===== src/rtl/core/assert_macros.svh =====
// Assertion macros shared by the RTL.
// No dependencies; SYNTH compiles them out.
`ifndef ASSERT_MACROS_SVH
`define ASSERT_MACROS_SVH
`ifndef SYNTH
`define DCALU_ASSERT(lbl, clk, rst_n, prop, msg) \
	lbl: assert property (@(posedge clk) disable iff (!rst_n) prop) else $error(msg);
`define DCALU_ASSERT_NEXT(lbl, clk, rst_n, pre, post, msg) \
	lbl: assert property (@(posedge clk) disable iff (!rst_n) pre |=> post) else $error(msg);
`else
`define DCALU_ASSERT(lbl, clk, rst_n, prop, msg)
`define DCALU_ASSERT_NEXT(lbl, clk, rst_n, pre, post, msg)
`endif
`endif


===== src/rtl/core/dcalu_pkg.sv =====
// Types, opcodes and constants of the DCPU-16 basic ALU.
// No dependencies.
package dcalu_pkg;

	typedef enum logic [4:0] {
		OP_SPECIAL = 5'd0,  OP_SET = 5'd1,  OP_ADD = 5'd2,  OP_SUB = 5'd3,
		OP_MUL = 5'd4,      OP_MLI = 5'd5,  OP_DIV = 5'd6,  OP_DVI = 5'd7,
		OP_MOD = 5'd8,      OP_MDI = 5'd9,  OP_AND = 5'd10, OP_BOR = 5'd11,
		OP_XOR = 5'd12,     OP_SHR = 5'd13, OP_ASR = 5'd14, OP_SHL = 5'd15,
		OP_IFB = 5'd16,     OP_IFC = 5'd17, OP_IFE = 5'd18, OP_IFN = 5'd19,
		OP_IFG = 5'd20,     OP_IFA = 5'd21, OP_IFL = 5'd22, OP_IFU = 5'd23,
		OP_ADX = 5'd26,     OP_SBX = 5'd27, OP_STI = 5'd30, OP_STD = 5'd31
	} op_t;

	localparam logic [1:0] STEP_NONE = 2'b00;
	localparam logic [1:0] STEP_INC  = 2'b01;
	localparam logic [1:0] STEP_DEC  = 2'b11;

	localparam logic [15:0] MASK16 = 16'hFFFF;

	localparam logic [1:0] CYCLE_TABLE [32] = '{
		2'd0, 2'd1, 2'd2, 2'd2, 2'd2, 2'd2, 2'd3, 2'd3,
		2'd3, 2'd3, 2'd1, 2'd1, 2'd1, 2'd1, 2'd1, 2'd1,
		2'd2, 2'd2, 2'd2, 2'd2, 2'd2, 2'd2, 2'd2, 2'd2,
		2'd0, 2'd0, 2'd3, 2'd3, 2'd0, 2'd0, 2'd2, 2'd2
	};

	// divider: 32 quotient bits, BITS_PER_STG per pipeline stage
	localparam int QUO_BITS     = 32;
	localparam int BITS_PER_STG = 2;
	localparam int DIV_STAGES   = QUO_BITS / BITS_PER_STG;
	localparam int MOD_BIT      = 15;

	typedef struct packed {
		logic [15:0] res;
		logic        wb;
		logic [15:0] nex;
		logic        wex;
		logic        skip;
		logic [1:0]  step;
		logic [1:0]  cycles;
		logic        div_en;
		logic        is_mod;
		logic        div_zero;
		logic        neg_q;
		logic        neg_r;
		logic [15:0] dvd;
		logic [15:0] dvs;
	} dcalu_item_t;

	typedef struct packed {
		dcalu_item_t item;
		logic [15:0] rem;
		logic [15:0] dvd_sh;
		logic [31:0] quo;
		logic [15:0] rmod;
	} dcalu_div_t;

	// one restoring step: {quotient bit, new remainder}
	function automatic logic [16:0] div_step(input logic [15:0] rem, input logic dbit,
		input logic [15:0] dvs);
		logic [16:0] t;
		logic [16:0] d;
		begin
			t = {rem, dbit};
			d = t - {1'b0, dvs};
			if (t >= {1'b0, dvs}) begin
				div_step = {1'b1, d[15:0]};
			end else begin
				div_step = {1'b0, t[15:0]};
			end
		end
	endfunction

endpackage


===== src/rtl/core/dcpu16_basic_alu.sv =====
// DCPU-16 basic-opcode execute stage, top level.
// Depends on dcalu_pkg, dcalu_front, dcalu_fifo, dcalu_back, assert_macros.svh.
//
// Input channel in_valid/in_ready carries req_type, b_value, a_value, ex_in.
// Output channel out_valid/out_ready carries result_value, write_back,
// ex_value, ex_write, skip_next, index_step, base_cycles.
// Items are decoded on entry and queued (FIFO_DEPTH entries); the back end
// pulls one per cycle while the output is not stalled into a 16-stage
// divider pipeline (two quotient bits per stage) that every opcode passes
// through, then a result register.
// Throughput: one item per cycle unless the output stalls, in order.
// in_ready depends only on queue fill; when out_valid is high and out_ready
// is low the back pipeline holds and the queue fills up to FIFO_DEPTH items.
// Reset clears the queue and all valid bits; no clearing pass is needed.
`include "assert_macros.svh"
module dcpu16_basic_alu #(
	parameter int FIFO_DEPTH = 2
) (
	input  logic               clk,
	input  logic               arst_n,
	input  logic               in_valid,
	output logic               in_ready,
	input  logic [4:0]         req_type,
	input  logic [15:0]        b_value,
	input  logic [15:0]        a_value,
	input  logic [15:0]        ex_in,
	output logic               out_valid,
	input  logic               out_ready,
	output logic [15:0]        result_value,
	output logic               write_back,
	output logic [15:0]        ex_value,
	output logic               ex_write,
	output logic               skip_next,
	output logic signed [1:0]  index_step,
	output logic [1:0]         base_cycles
);

	dcalu_pkg::dcalu_item_t dec_item;
	dcalu_pkg::dcalu_item_t head_item;
	logic fifo_push;
	logic fifo_pop;
	logic fifo_full;
	logic fifo_empty;

	assign in_ready  = !fifo_full;
	assign fifo_push = in_valid && !fifo_full;

	dcalu_front u_front (
		.req_type (req_type),
		.b_value  (b_value),
		.a_value  (a_value),
		.ex_in    (ex_in),
		.item     (dec_item)
	);

	dcalu_fifo #(
		.DEPTH (FIFO_DEPTH)
	) u_fifo (
		.clk     (clk),
		.arst_n  (arst_n),
		.push    (fifo_push),
		.wr_item (dec_item),
		.pop     (fifo_pop),
		.rd_item (head_item),
		.full    (fifo_full),
		.empty   (fifo_empty)
	);

	dcalu_back u_back (
		.clk          (clk),
		.arst_n       (arst_n),
		.head_valid   (!fifo_empty),
		.head_item    (head_item),
		.pop          (fifo_pop),
		.out_valid    (out_valid),
		.out_ready    (out_ready),
		.result_value (result_value),
		.write_back   (write_back),
		.ex_value     (ex_value),
		.ex_write     (ex_write),
		.skip_next    (skip_next),
		.index_step   (index_step),
		.base_cycles  (base_cycles)
	);

	`DCALU_ASSERT(a_no_pop_empty, clk, arst_n, fifo_empty |-> !fifo_pop, "pop from empty queue")
	`DCALU_ASSERT(a_no_pop_stall, clk, arst_n, (out_valid && !out_ready) |-> !fifo_pop, "pop while stalled")
	`DCALU_ASSERT(a_skip_no_wb, clk, arst_n, (out_valid && skip_next) |-> !write_back, "test wrote b")
	`DCALU_ASSERT_NEXT(a_push_fills, clk, arst_n, (fifo_push && !fifo_pop), !fifo_empty, "item lost in queue")

endmodule


===== src/rtl/core/dcalu_front.sv =====
// Front decode: classifies the opcode, computes all non-divide results
// and prepares divider operands. Depends on dcalu_pkg.
module dcalu_front (
	input  logic [4:0]              req_type,
	input  logic [15:0]             b_value,
	input  logic [15:0]             a_value,
	input  logic [15:0]             ex_in,
	output dcalu_pkg::dcalu_item_t  item
);

	logic signed [16:0] mul_a;
	logic signed [16:0] mul_b;
	logic signed [33:0] prod;
	logic [16:0]        sum;
	logic [17:0]        sum_x;
	logic [17:0]        diff_x;
	logic [31:0]        shr_w;
	logic [31:0]        shl_w;
	logic [15:0]        asr_r;
	logic [3:0]         asr_sh;
	logic               big_sh;
	logic               sgn;
	logic               sb_lt;
	logic               sa_lt;

	assign sgn    = (req_type == dcalu_pkg::OP_MLI);
	assign mul_a  = {sgn & a_value[15], a_value};
	assign mul_b  = {sgn & b_value[15], b_value};
	assign prod   = mul_a * mul_b;
	assign sum    = {1'b0, b_value} + {1'b0, a_value};
	assign sum_x  = {2'b00, b_value} + {2'b00, a_value} + {2'b00, ex_in};
	assign diff_x = {2'b00, b_value} - {2'b00, a_value} + {2'b00, ex_in};
	assign big_sh = |a_value[15:5];
	assign shr_w  = {b_value, 16'h0000} >> a_value[4:0];
	assign shl_w  = {16'h0000, b_value} << a_value[4:0];
	assign asr_sh = (a_value > 16'd15) ? 4'd15 : a_value[3:0];
	assign asr_r  = $unsigned($signed(b_value) >>> asr_sh);
	assign sb_lt  = $signed(b_value) < $signed(a_value);
	assign sa_lt  = $signed(a_value) < $signed(b_value);

	always_comb begin
		item          = '0;
		item.res      = b_value;
		item.nex      = ex_in;
		item.step     = dcalu_pkg::STEP_NONE;
		item.cycles   = dcalu_pkg::CYCLE_TABLE[req_type];
		item.div_zero = (a_value == 16'h0000);
		item.dvd      = b_value;
		item.dvs      = a_value;
		case (req_type)
			dcalu_pkg::OP_SET: begin
				item.res = a_value;
				item.wb  = 1'b1;
			end
			dcalu_pkg::OP_ADD: begin
				item.res = sum[15:0];
				item.nex = {15'h0000, sum[16]};
				item.wb  = 1'b1;
				item.wex = 1'b1;
			end
			dcalu_pkg::OP_SUB: begin
				item.res = b_value - a_value;
				item.nex = (b_value < a_value) ? dcalu_pkg::MASK16 : 16'h0000;
				item.wb  = 1'b1;
				item.wex = 1'b1;
			end
			dcalu_pkg::OP_MUL, dcalu_pkg::OP_MLI: begin
				item.res = prod[15:0];
				item.nex = prod[31:16];
				item.wb  = 1'b1;
				item.wex = 1'b1;
			end
			dcalu_pkg::OP_DIV, dcalu_pkg::OP_MOD: begin
				item.div_en = 1'b1;
				item.is_mod = (req_type == dcalu_pkg::OP_MOD);
				item.wb     = 1'b1;
				item.wex    = (req_type == dcalu_pkg::OP_DIV);
			end
			dcalu_pkg::OP_DVI, dcalu_pkg::OP_MDI: begin
				item.div_en = 1'b1;
				item.is_mod = (req_type == dcalu_pkg::OP_MDI);
				item.wb     = 1'b1;
				item.wex    = (req_type == dcalu_pkg::OP_DVI);
				item.neg_q  = b_value[15] ^ a_value[15];
				item.neg_r  = b_value[15];
				item.dvd    = b_value[15] ? (16'h0000 - b_value) : b_value;
				item.dvs    = a_value[15] ? (16'h0000 - a_value) : a_value;
			end
			dcalu_pkg::OP_AND: begin
				item.res = b_value & a_value;
				item.wb  = 1'b1;
			end
			dcalu_pkg::OP_BOR: begin
				item.res = b_value | a_value;
				item.wb  = 1'b1;
			end
			dcalu_pkg::OP_XOR: begin
				item.res = b_value ^ a_value;
				item.wb  = 1'b1;
			end
			dcalu_pkg::OP_SHR: begin
				item.res = big_sh ? 16'h0000 : shr_w[31:16];
				item.nex = big_sh ? 16'h0000 : shr_w[15:0];
				item.wb  = 1'b1;
				item.wex = 1'b1;
			end
			dcalu_pkg::OP_ASR: begin
				item.res = asr_r;
				item.nex = big_sh ? 16'h0000 : shr_w[15:0];
				item.wb  = 1'b1;
				item.wex = 1'b1;
			end
			dcalu_pkg::OP_SHL: begin
				item.res = big_sh ? 16'h0000 : shl_w[15:0];
				item.nex = big_sh ? 16'h0000 : shl_w[31:16];
				item.wb  = 1'b1;
				item.wex = 1'b1;
			end
			dcalu_pkg::OP_IFB: item.skip = ((b_value & a_value) == 16'h0000);
			dcalu_pkg::OP_IFC: item.skip = ((b_value & a_value) != 16'h0000);
			dcalu_pkg::OP_IFE: item.skip = (b_value != a_value);
			dcalu_pkg::OP_IFN: item.skip = (b_value == a_value);
			dcalu_pkg::OP_IFG: item.skip = (b_value <= a_value);
			dcalu_pkg::OP_IFA: item.skip = !sa_lt;
			dcalu_pkg::OP_IFL: item.skip = (b_value >= a_value);
			dcalu_pkg::OP_IFU: item.skip = !sb_lt;
			dcalu_pkg::OP_ADX: begin
				item.res = sum_x[15:0];
				item.nex = (sum_x[17:16] != 2'b00) ? 16'h0001 : 16'h0000;
				item.wb  = 1'b1;
				item.wex = 1'b1;
			end
			dcalu_pkg::OP_SBX: begin
				item.res = diff_x[15:0];
				item.nex = diff_x[17] ? dcalu_pkg::MASK16 :
					(diff_x[16] ? 16'h0001 : 16'h0000);
				item.wb  = 1'b1;
				item.wex = 1'b1;
			end
			dcalu_pkg::OP_STI: begin
				item.res  = a_value;
				item.wb   = 1'b1;
				item.step = dcalu_pkg::STEP_INC;
			end
			dcalu_pkg::OP_STD: begin
				item.res  = a_value;
				item.wb   = 1'b1;
				item.step = dcalu_pkg::STEP_DEC;
			end
			default: begin
			end
		endcase
	end

endmodule


===== src/rtl/core/dcalu_fifo.sv =====
// Short item queue between front decode and back pipeline.
// Depends on dcalu_pkg.
module dcalu_fifo #(
	parameter int DEPTH = 2
) (
	input  logic                   clk,
	input  logic                   arst_n,
	input  logic                   push,
	input  dcalu_pkg::dcalu_item_t wr_item,
	input  logic                   pop,
	output dcalu_pkg::dcalu_item_t rd_item,
	output logic                   full,
	output logic                   empty
);

	localparam int PW = (DEPTH > 1) ? $clog2(DEPTH) : 1;
	localparam int CW = $clog2(DEPTH + 1);

	dcalu_pkg::dcalu_item_t mem_q [DEPTH];
	logic [PW-1:0] wr_ptr_q;
	logic [PW-1:0] rd_ptr_q;
	logic [CW-1:0] count_q;

	assign full    = (count_q == CW'(DEPTH));
	assign empty   = (count_q == '0);
	assign rd_item = mem_q[rd_ptr_q];

	always_ff @(posedge clk or negedge arst_n) begin
		if (!arst_n) begin
			wr_ptr_q <= '0;
			rd_ptr_q <= '0;
			count_q  <= '0;
		end else begin
			if (push) begin
				wr_ptr_q <= (wr_ptr_q == PW'(DEPTH - 1)) ? '0 : wr_ptr_q + 1'b1;
			end
			if (pop) begin
				rd_ptr_q <= (rd_ptr_q == PW'(DEPTH - 1)) ? '0 : rd_ptr_q + 1'b1;
			end
			if (push && !pop) begin
				count_q <= count_q + 1'b1;
			end else if (pop && !push) begin
				count_q <= count_q - 1'b1;
			end
		end
	end

	always_ff @(posedge clk) begin
		if (push) begin
			mem_q[wr_ptr_q] <= wr_item;
		end
	end

endmodule


===== src/rtl/core/dcalu_back.sv =====
// Back pipeline: radix-2 restoring divider stages plus result register.
// Non-divide items ride along unchanged. Depends on dcalu_pkg.
module dcalu_back (
	input  logic                   clk,
	input  logic                   arst_n,
	input  logic                   head_valid,
	input  dcalu_pkg::dcalu_item_t head_item,
	output logic                   pop,
	output logic                   out_valid,
	input  logic                   out_ready,
	output logic [15:0]            result_value,
	output logic                   write_back,
	output logic [15:0]            ex_value,
	output logic                   ex_write,
	output logic                   skip_next,
	output logic signed [1:0]      index_step,
	output logic [1:0]             base_cycles
);

	localparam int NS = dcalu_pkg::DIV_STAGES;

	dcalu_pkg::dcalu_div_t div_stage_q [NS];
	dcalu_pkg::dcalu_div_t div_next [NS];
	logic [NS-1:0]         valid_q;
	logic                  en;
	logic                  out_valid_q;
	dcalu_pkg::dcalu_item_t fin;
	dcalu_pkg::dcalu_div_t  last;

	assign en  = !out_valid_q || out_ready;
	assign pop = en && head_valid;

	always_comb begin
		dcalu_pkg::dcalu_div_t cur;
		logic [16:0] st;
		for (int s = 0; s < NS; s++) begin
			if (s == 0) begin
				cur        = '0;
				cur.item   = head_item;
				cur.dvd_sh = head_item.dvd;
			end else begin
				cur = div_stage_q[s-1];
			end
			for (int j = 0; j < dcalu_pkg::BITS_PER_STG; j++) begin
				st         = dcalu_pkg::div_step(cur.rem, cur.dvd_sh[15], cur.item.dvs);
				cur.rem    = st[15:0];
				cur.quo    = {cur.quo[30:0], st[16]};
				cur.dvd_sh = {cur.dvd_sh[14:0], 1'b0};
				if (s * dcalu_pkg::BITS_PER_STG + j == dcalu_pkg::MOD_BIT) begin
					cur.rmod = st[15:0];
				end
			end
			div_next[s] = cur;
		end
	end

	always_ff @(posedge clk or negedge arst_n) begin
		if (!arst_n) begin
			valid_q     <= '0;
			out_valid_q <= 1'b0;
		end else if (en) begin
			valid_q     <= {valid_q[NS-2:0], head_valid};
			out_valid_q <= valid_q[NS-1];
		end
	end

	always_ff @(posedge clk) begin
		if (en) begin
			for (int s = 0; s < NS; s++) begin
				div_stage_q[s] <= div_next[s];
			end
		end
	end

	// sign fixup and divide-by-zero
	always_comb begin
		last = div_stage_q[NS-1];
		fin  = last.item;
		if (last.item.div_en) begin
			if (last.item.div_zero) begin
				fin.res = 16'h0000;
				if (!last.item.is_mod) begin
					fin.nex = 16'h0000;
				end
			end else if (last.item.is_mod) begin
				fin.res = last.item.neg_r ? (16'h0000 - last.rmod) : last.rmod;
			end else begin
				fin.res = last.item.neg_q ? (16'h0000 - last.quo[31:16]) : last.quo[31:16];
				fin.nex = last.item.neg_q ? (16'h0000 - last.quo[15:0]) : last.quo[15:0];
			end
		end
	end

	always_ff @(posedge clk) begin
		if (en) begin
			result_value <= fin.res;
			write_back   <= fin.wb;
			ex_value     <= fin.nex;
			ex_write     <= fin.wex;
			skip_next    <= fin.skip;
			index_step   <= $signed(fin.step);
			base_cycles  <= fin.cycles;
		end
	end

	assign out_valid = out_valid_q;

endmodule


===== config.mk =====
export PLATFORM = sky130hd
export DESIGN_NAME = dcpu16_basic_alu
export DESIGN_NICKNAME = d
export VERILOG_FILES = /design/src/rtl/core/dcalu_pkg.sv /design/src/rtl/core/dcpu16_basic_alu.sv /design/src/rtl/core/dcalu_front.sv /design/src/rtl/core/dcalu_fifo.sv /design/src/rtl/core/dcalu_back.sv
export VERILOG_INCLUDE_DIRS = /design/src /design/src/rtl/core
export SDC_FILE = /design/constraint.sdc
export NUM_CORES = 2
export LEC_CHECK = 0
export ABC_AREA = 0
export BUFFER_PORTS_ARGS = -buffer_cell sky130_fd_sc_hd__buf_2
export CAP_MARGIN = 30
export CELL_PAD_IN_SITES_DETAIL_PLACEMENT = 1
export CELL_PAD_IN_SITES_GLOBAL_PLACEMENT = 2
export CORE_ASPECT_RATIO = 0.75
export CORE_MARGIN = 3
export CORE_UTILIZATION = 25
export CTS_CLUSTER_DIAMETER = 80
export CTS_CLUSTER_SIZE = 30
export DETAILED_ROUTE_END_ITERATION = 12
export PLACE_DENSITY_LB_ADDON = 0.08
export SYNTH_ARGS = -nofsm -noshare
export SYNTH_HDL_FRONTEND = slang
export SYNTH_HIERARCHICAL = 1
export SYNTH_SLANG_ARGS = --single-unit

===== constraint.sdc =====
create_clock -name clk -period 152.6 [get_ports clk]
set_input_delay 0 -clock clk [delete_from_list [all_inputs] [get_ports clk]]
set_output_delay 0 -clock clk [all_outputs]
set_load 0.005 [all_outputs]

==> impl_metrics.yaml <==
run_status:
  status: "finished clean"
detailed_routing:
  vias_per_cell: 4.76
  wl_per_cell_um: 24.9
  dr.first_iter.drc_count: 5443
  first_pass_iters: 6
  drc: 0
  vias: 68567
  antenna_left: 0
  drt-total-wl_um: 359000
floorplan:
  core_um2: 418000
  die_x_um: 755
  start_util_pct: 25.2
  std_cell_rows: 205
  die-area_um2: 429000
  io_pins: 98
  die_h_um: 568
worst_setup_path:
  path_class: "in -> reg"
  cp_cell_sequence: "dlygate4sd3_1 > buf_2 > or3b_2 > nor3_1 > nand2_1 > inv_1 > fa_1 > inv_1 > fa_1 > fa_1 > fa_1 > fa_1 > fa_1 > inv_1 > ha_1 > and3_1 > a221o_1 > nor2_1 > nand2_1 > o21ai_0 > o221a_2 > a21oi_1 > a211o_1"
  startpoint_type: "input port"
  cp_top_family: "adder cells"
  cp_num_buf_inv: 5
  crit_top_cell: "fa_1"
  slowest_delay_ps: 890
  slowest_stage: "nor3_1"
  worstPathArrival_ps: 8800
  endpoint_kind: "flop"
  crit_required_ps: 153210
  cp_max_fo: 29
finish:
  final_cell_mix: "1831 x edfxtp_1, 755 x inv_1, 673 x ha_1"
  nNetsFinal: 9778
  syn2layout_area_growth_pct: 12.4
  utilization_pct: 28.3
  drive_gt1_share_pct: 10.8
  num-fill-cells: 45424
  layout_commonest_cell: "edfxtp_1"
timing:
  max_freq_mhz: 122
  period_share_pct: 5.37
  tns_ps: 0
  hold_viol_final: 0
  max_slew.worst_pin.slew_ps: 1180
  setup_violations: 0
  rsz0062_at_grt: "false"
  final.min_clock_period_ps: 8190
  slew_violations: 0
  skew_ps: 79.0
  slew-limit-headroom_pct: 20.9
synth:
  synth-seq-cells: 1852
  synthCells: 8546
  ys_seq_area_share_pct: 52.7
  ys.flop_type: "edfxtp_1"
  synth.distinct_cells: 114
  avgSynthCellArea_um2: 12.3
  synth-edff-count: 1831
  syn_nets: 9601
  async_flop_share_pct: 1.13
  ys_warn_count: 6
  syn_area_um2: 105000
grt:
  grt-ovfl-total: 0
  grt_pass1_vias: 71504
  grtUsageTotal_pct: 16.4
  grt_max_degree: 178
  grt_first_pass_wirelength_um: 521000
  antenna_found_initial: 24
cts:
  cts.clk_slew.worst_paths_ps: 90
  cts.path.max_buffers: 4
  numCtsBuffers: 121
  cts_resized: 0
  insertion_delay_ps: 930
  ctsHtreeMaxLevel: 3
  cts_tree: "built"
  cts_root_buf: "clkbuf_16"
  clock_sinks: 1852
placement:
  routabilityCongestion: 0.883
  port_buffers: 97
  hpwl_um: 275000
worst_hold_path:
  hp-class: "in -> reg"
flow_run:
  max_cap_viol_count: 0
==> sequential cells by signal (all words and copies together) (netlist names), 2 cells and up <==
name / flops
u_back/valid_q: 16
u_fifo/count_q: 2
u_back/index_step: 2
u_back/ex_value: 16
u_fifo/mem_q: 152
u_back/result_value: 16
u_back/div_stage_q: 1640
u_back/base_cycles: 2
==> worst reg2reg max path: cells and delay by family (launching register included) <==
| kind | cells | cell delay (ps) |
|---|---|---|
| buffers and inverters | 2 | 590 |
| AOI/OAI and AO/OA | 11 | 3370 |
| muxes | 2 | 920 |
| adders and majority gates | 2 | 760 |
| DFF | 1 | 740 |
| and+or+nand+nor | 2 | 1050 |
==> metrics by stage <==
stage	hold slack (ps)	instances	setup slack (ps)	instance area, µm²
4_1_cts	1.92	14393	144600	118000
2_1_floorplan	-296	8546	100580	105000
3_5_place_dp	-7.68	14141	144170	113000
3_3_place_gp	-1.47	14123	144350	113000
5_1_grt	38.2	14398	143970	118000
6_report	132	14405	144410	118000
==> per-layer routing <==
layer | wire, µm | global-route usage [%] | vias up
met5 | 57 | 0 | -
met4 | 6400 | 2.94 | 10
met3 | 16400 | 2.49 | 283
met2 | 147000 | 23.7 | 1252
met1 | 189000 | 25.7 | 35319
li1 | - | - | 31703
==> cell families (layout without fill, tap and decap cells) <==
group	count (synthesis)	in the layout	synth area share, %
compound gates	1825	1825	11.6
xor+xnor	496	496	4.13
fa+ha+maj	998	998	14.2
buf+inv	1014	1276	3.77
flops	1852	1852	52.7
mux	468	468	5.18
other cells	0	8	0
simple gates	1893	1893	8.43
==> path summary, 6_finish.rpt <==
| path | startpoint | endpoint | slack (ps) | depth (start not counted) |
|---|---|---|---|---|
| worst max-delay path | req_type[4] | u_fifo/mem_q[0][58]$_DFFE_PP_ | 144410 | 23 |
| min in group asynchronous | arst_n | u_back/out_valid$_DFFE_PN0N_ | 590 | 4 |
| max in group asynchronous | arst_n | u_fifo/rd_ptr_q$_DFFE_PN0P_ | 151660 | 5 |
| worst min register to register | u_back/div_stage_q[0][750]$_DFFE_PN_ | u_back/div_stage_q[0][902]$_DFFE_PN_ | 370 | 0 |
| worst max register to register | u_back/div_stage_q[0][1143]$_DFFE_PN_ | u_back/div_stage_q[1][64]$_DFFE_PN_ | 144900 | 19 |
| worst min-delay path | req_type[0] | u_fifo/mem_q[1][41]$_DFFE_PP_ | 130 | 3 |
==> Yosys cell counts (36+ instances only) <==
master	n	area [µm²]
mux2_2	342	3850
a211oi_1	78	586
nor2_1	606	2270
a21o_1	150	1130
o21ai_0	340	1700
o21a_1	121	908
a31oi_1	66	413
nor4_1	51	319
o22ai_1	49	307
xor2_1	166	1450
or3_1	45	282
clkbuf_1	160	601
nor2b_1	72	450
inv_1	755	2830
o31a_1	36	315
o21bai_1	52	390
and3_1	50	313
nand2_1	544	2040
ha_1	673	8420
nand4_1	76	475
nand2b_1	70	438
edfxtp_1	1831	55000
mux2i_1	76	761
fa_1	325	6510
nand3_1	102	510
o211ai_1	63	473
o31ai_1	69	518
xnor2_1	330	2890
mux2_4	38	571
a21oi_1	437	2190
and2_1	40	250
nor3_1	130	651
==> repair_timing <==
item,in CTS,in global routing
buffers inserted,0,0
hold endpoints to repair,182,1
hold buffers,44,1
==> final cells by class <==
type / count / area [µm²] / share of cell area (%)
well taps: 5589 / 6990 / 5.91
clock inverters: 85 / 1630 / 1.38
repair buffers: 293 / 2350 / 1.98
clock buffers: 123 / 3060 / 2.58
flip-flops and latches: 1852 / 55500 / 46.9
multi-input cells: 5680 / 45800 / 38.7
inverters: 775 / 2910 / 2.46
diodes: 8 / 20.0 / 0.0169
Power is left out: the tool's default activity adds up to more than one toggle a clock period on the data nets, which glitch-free logic cannot reach.
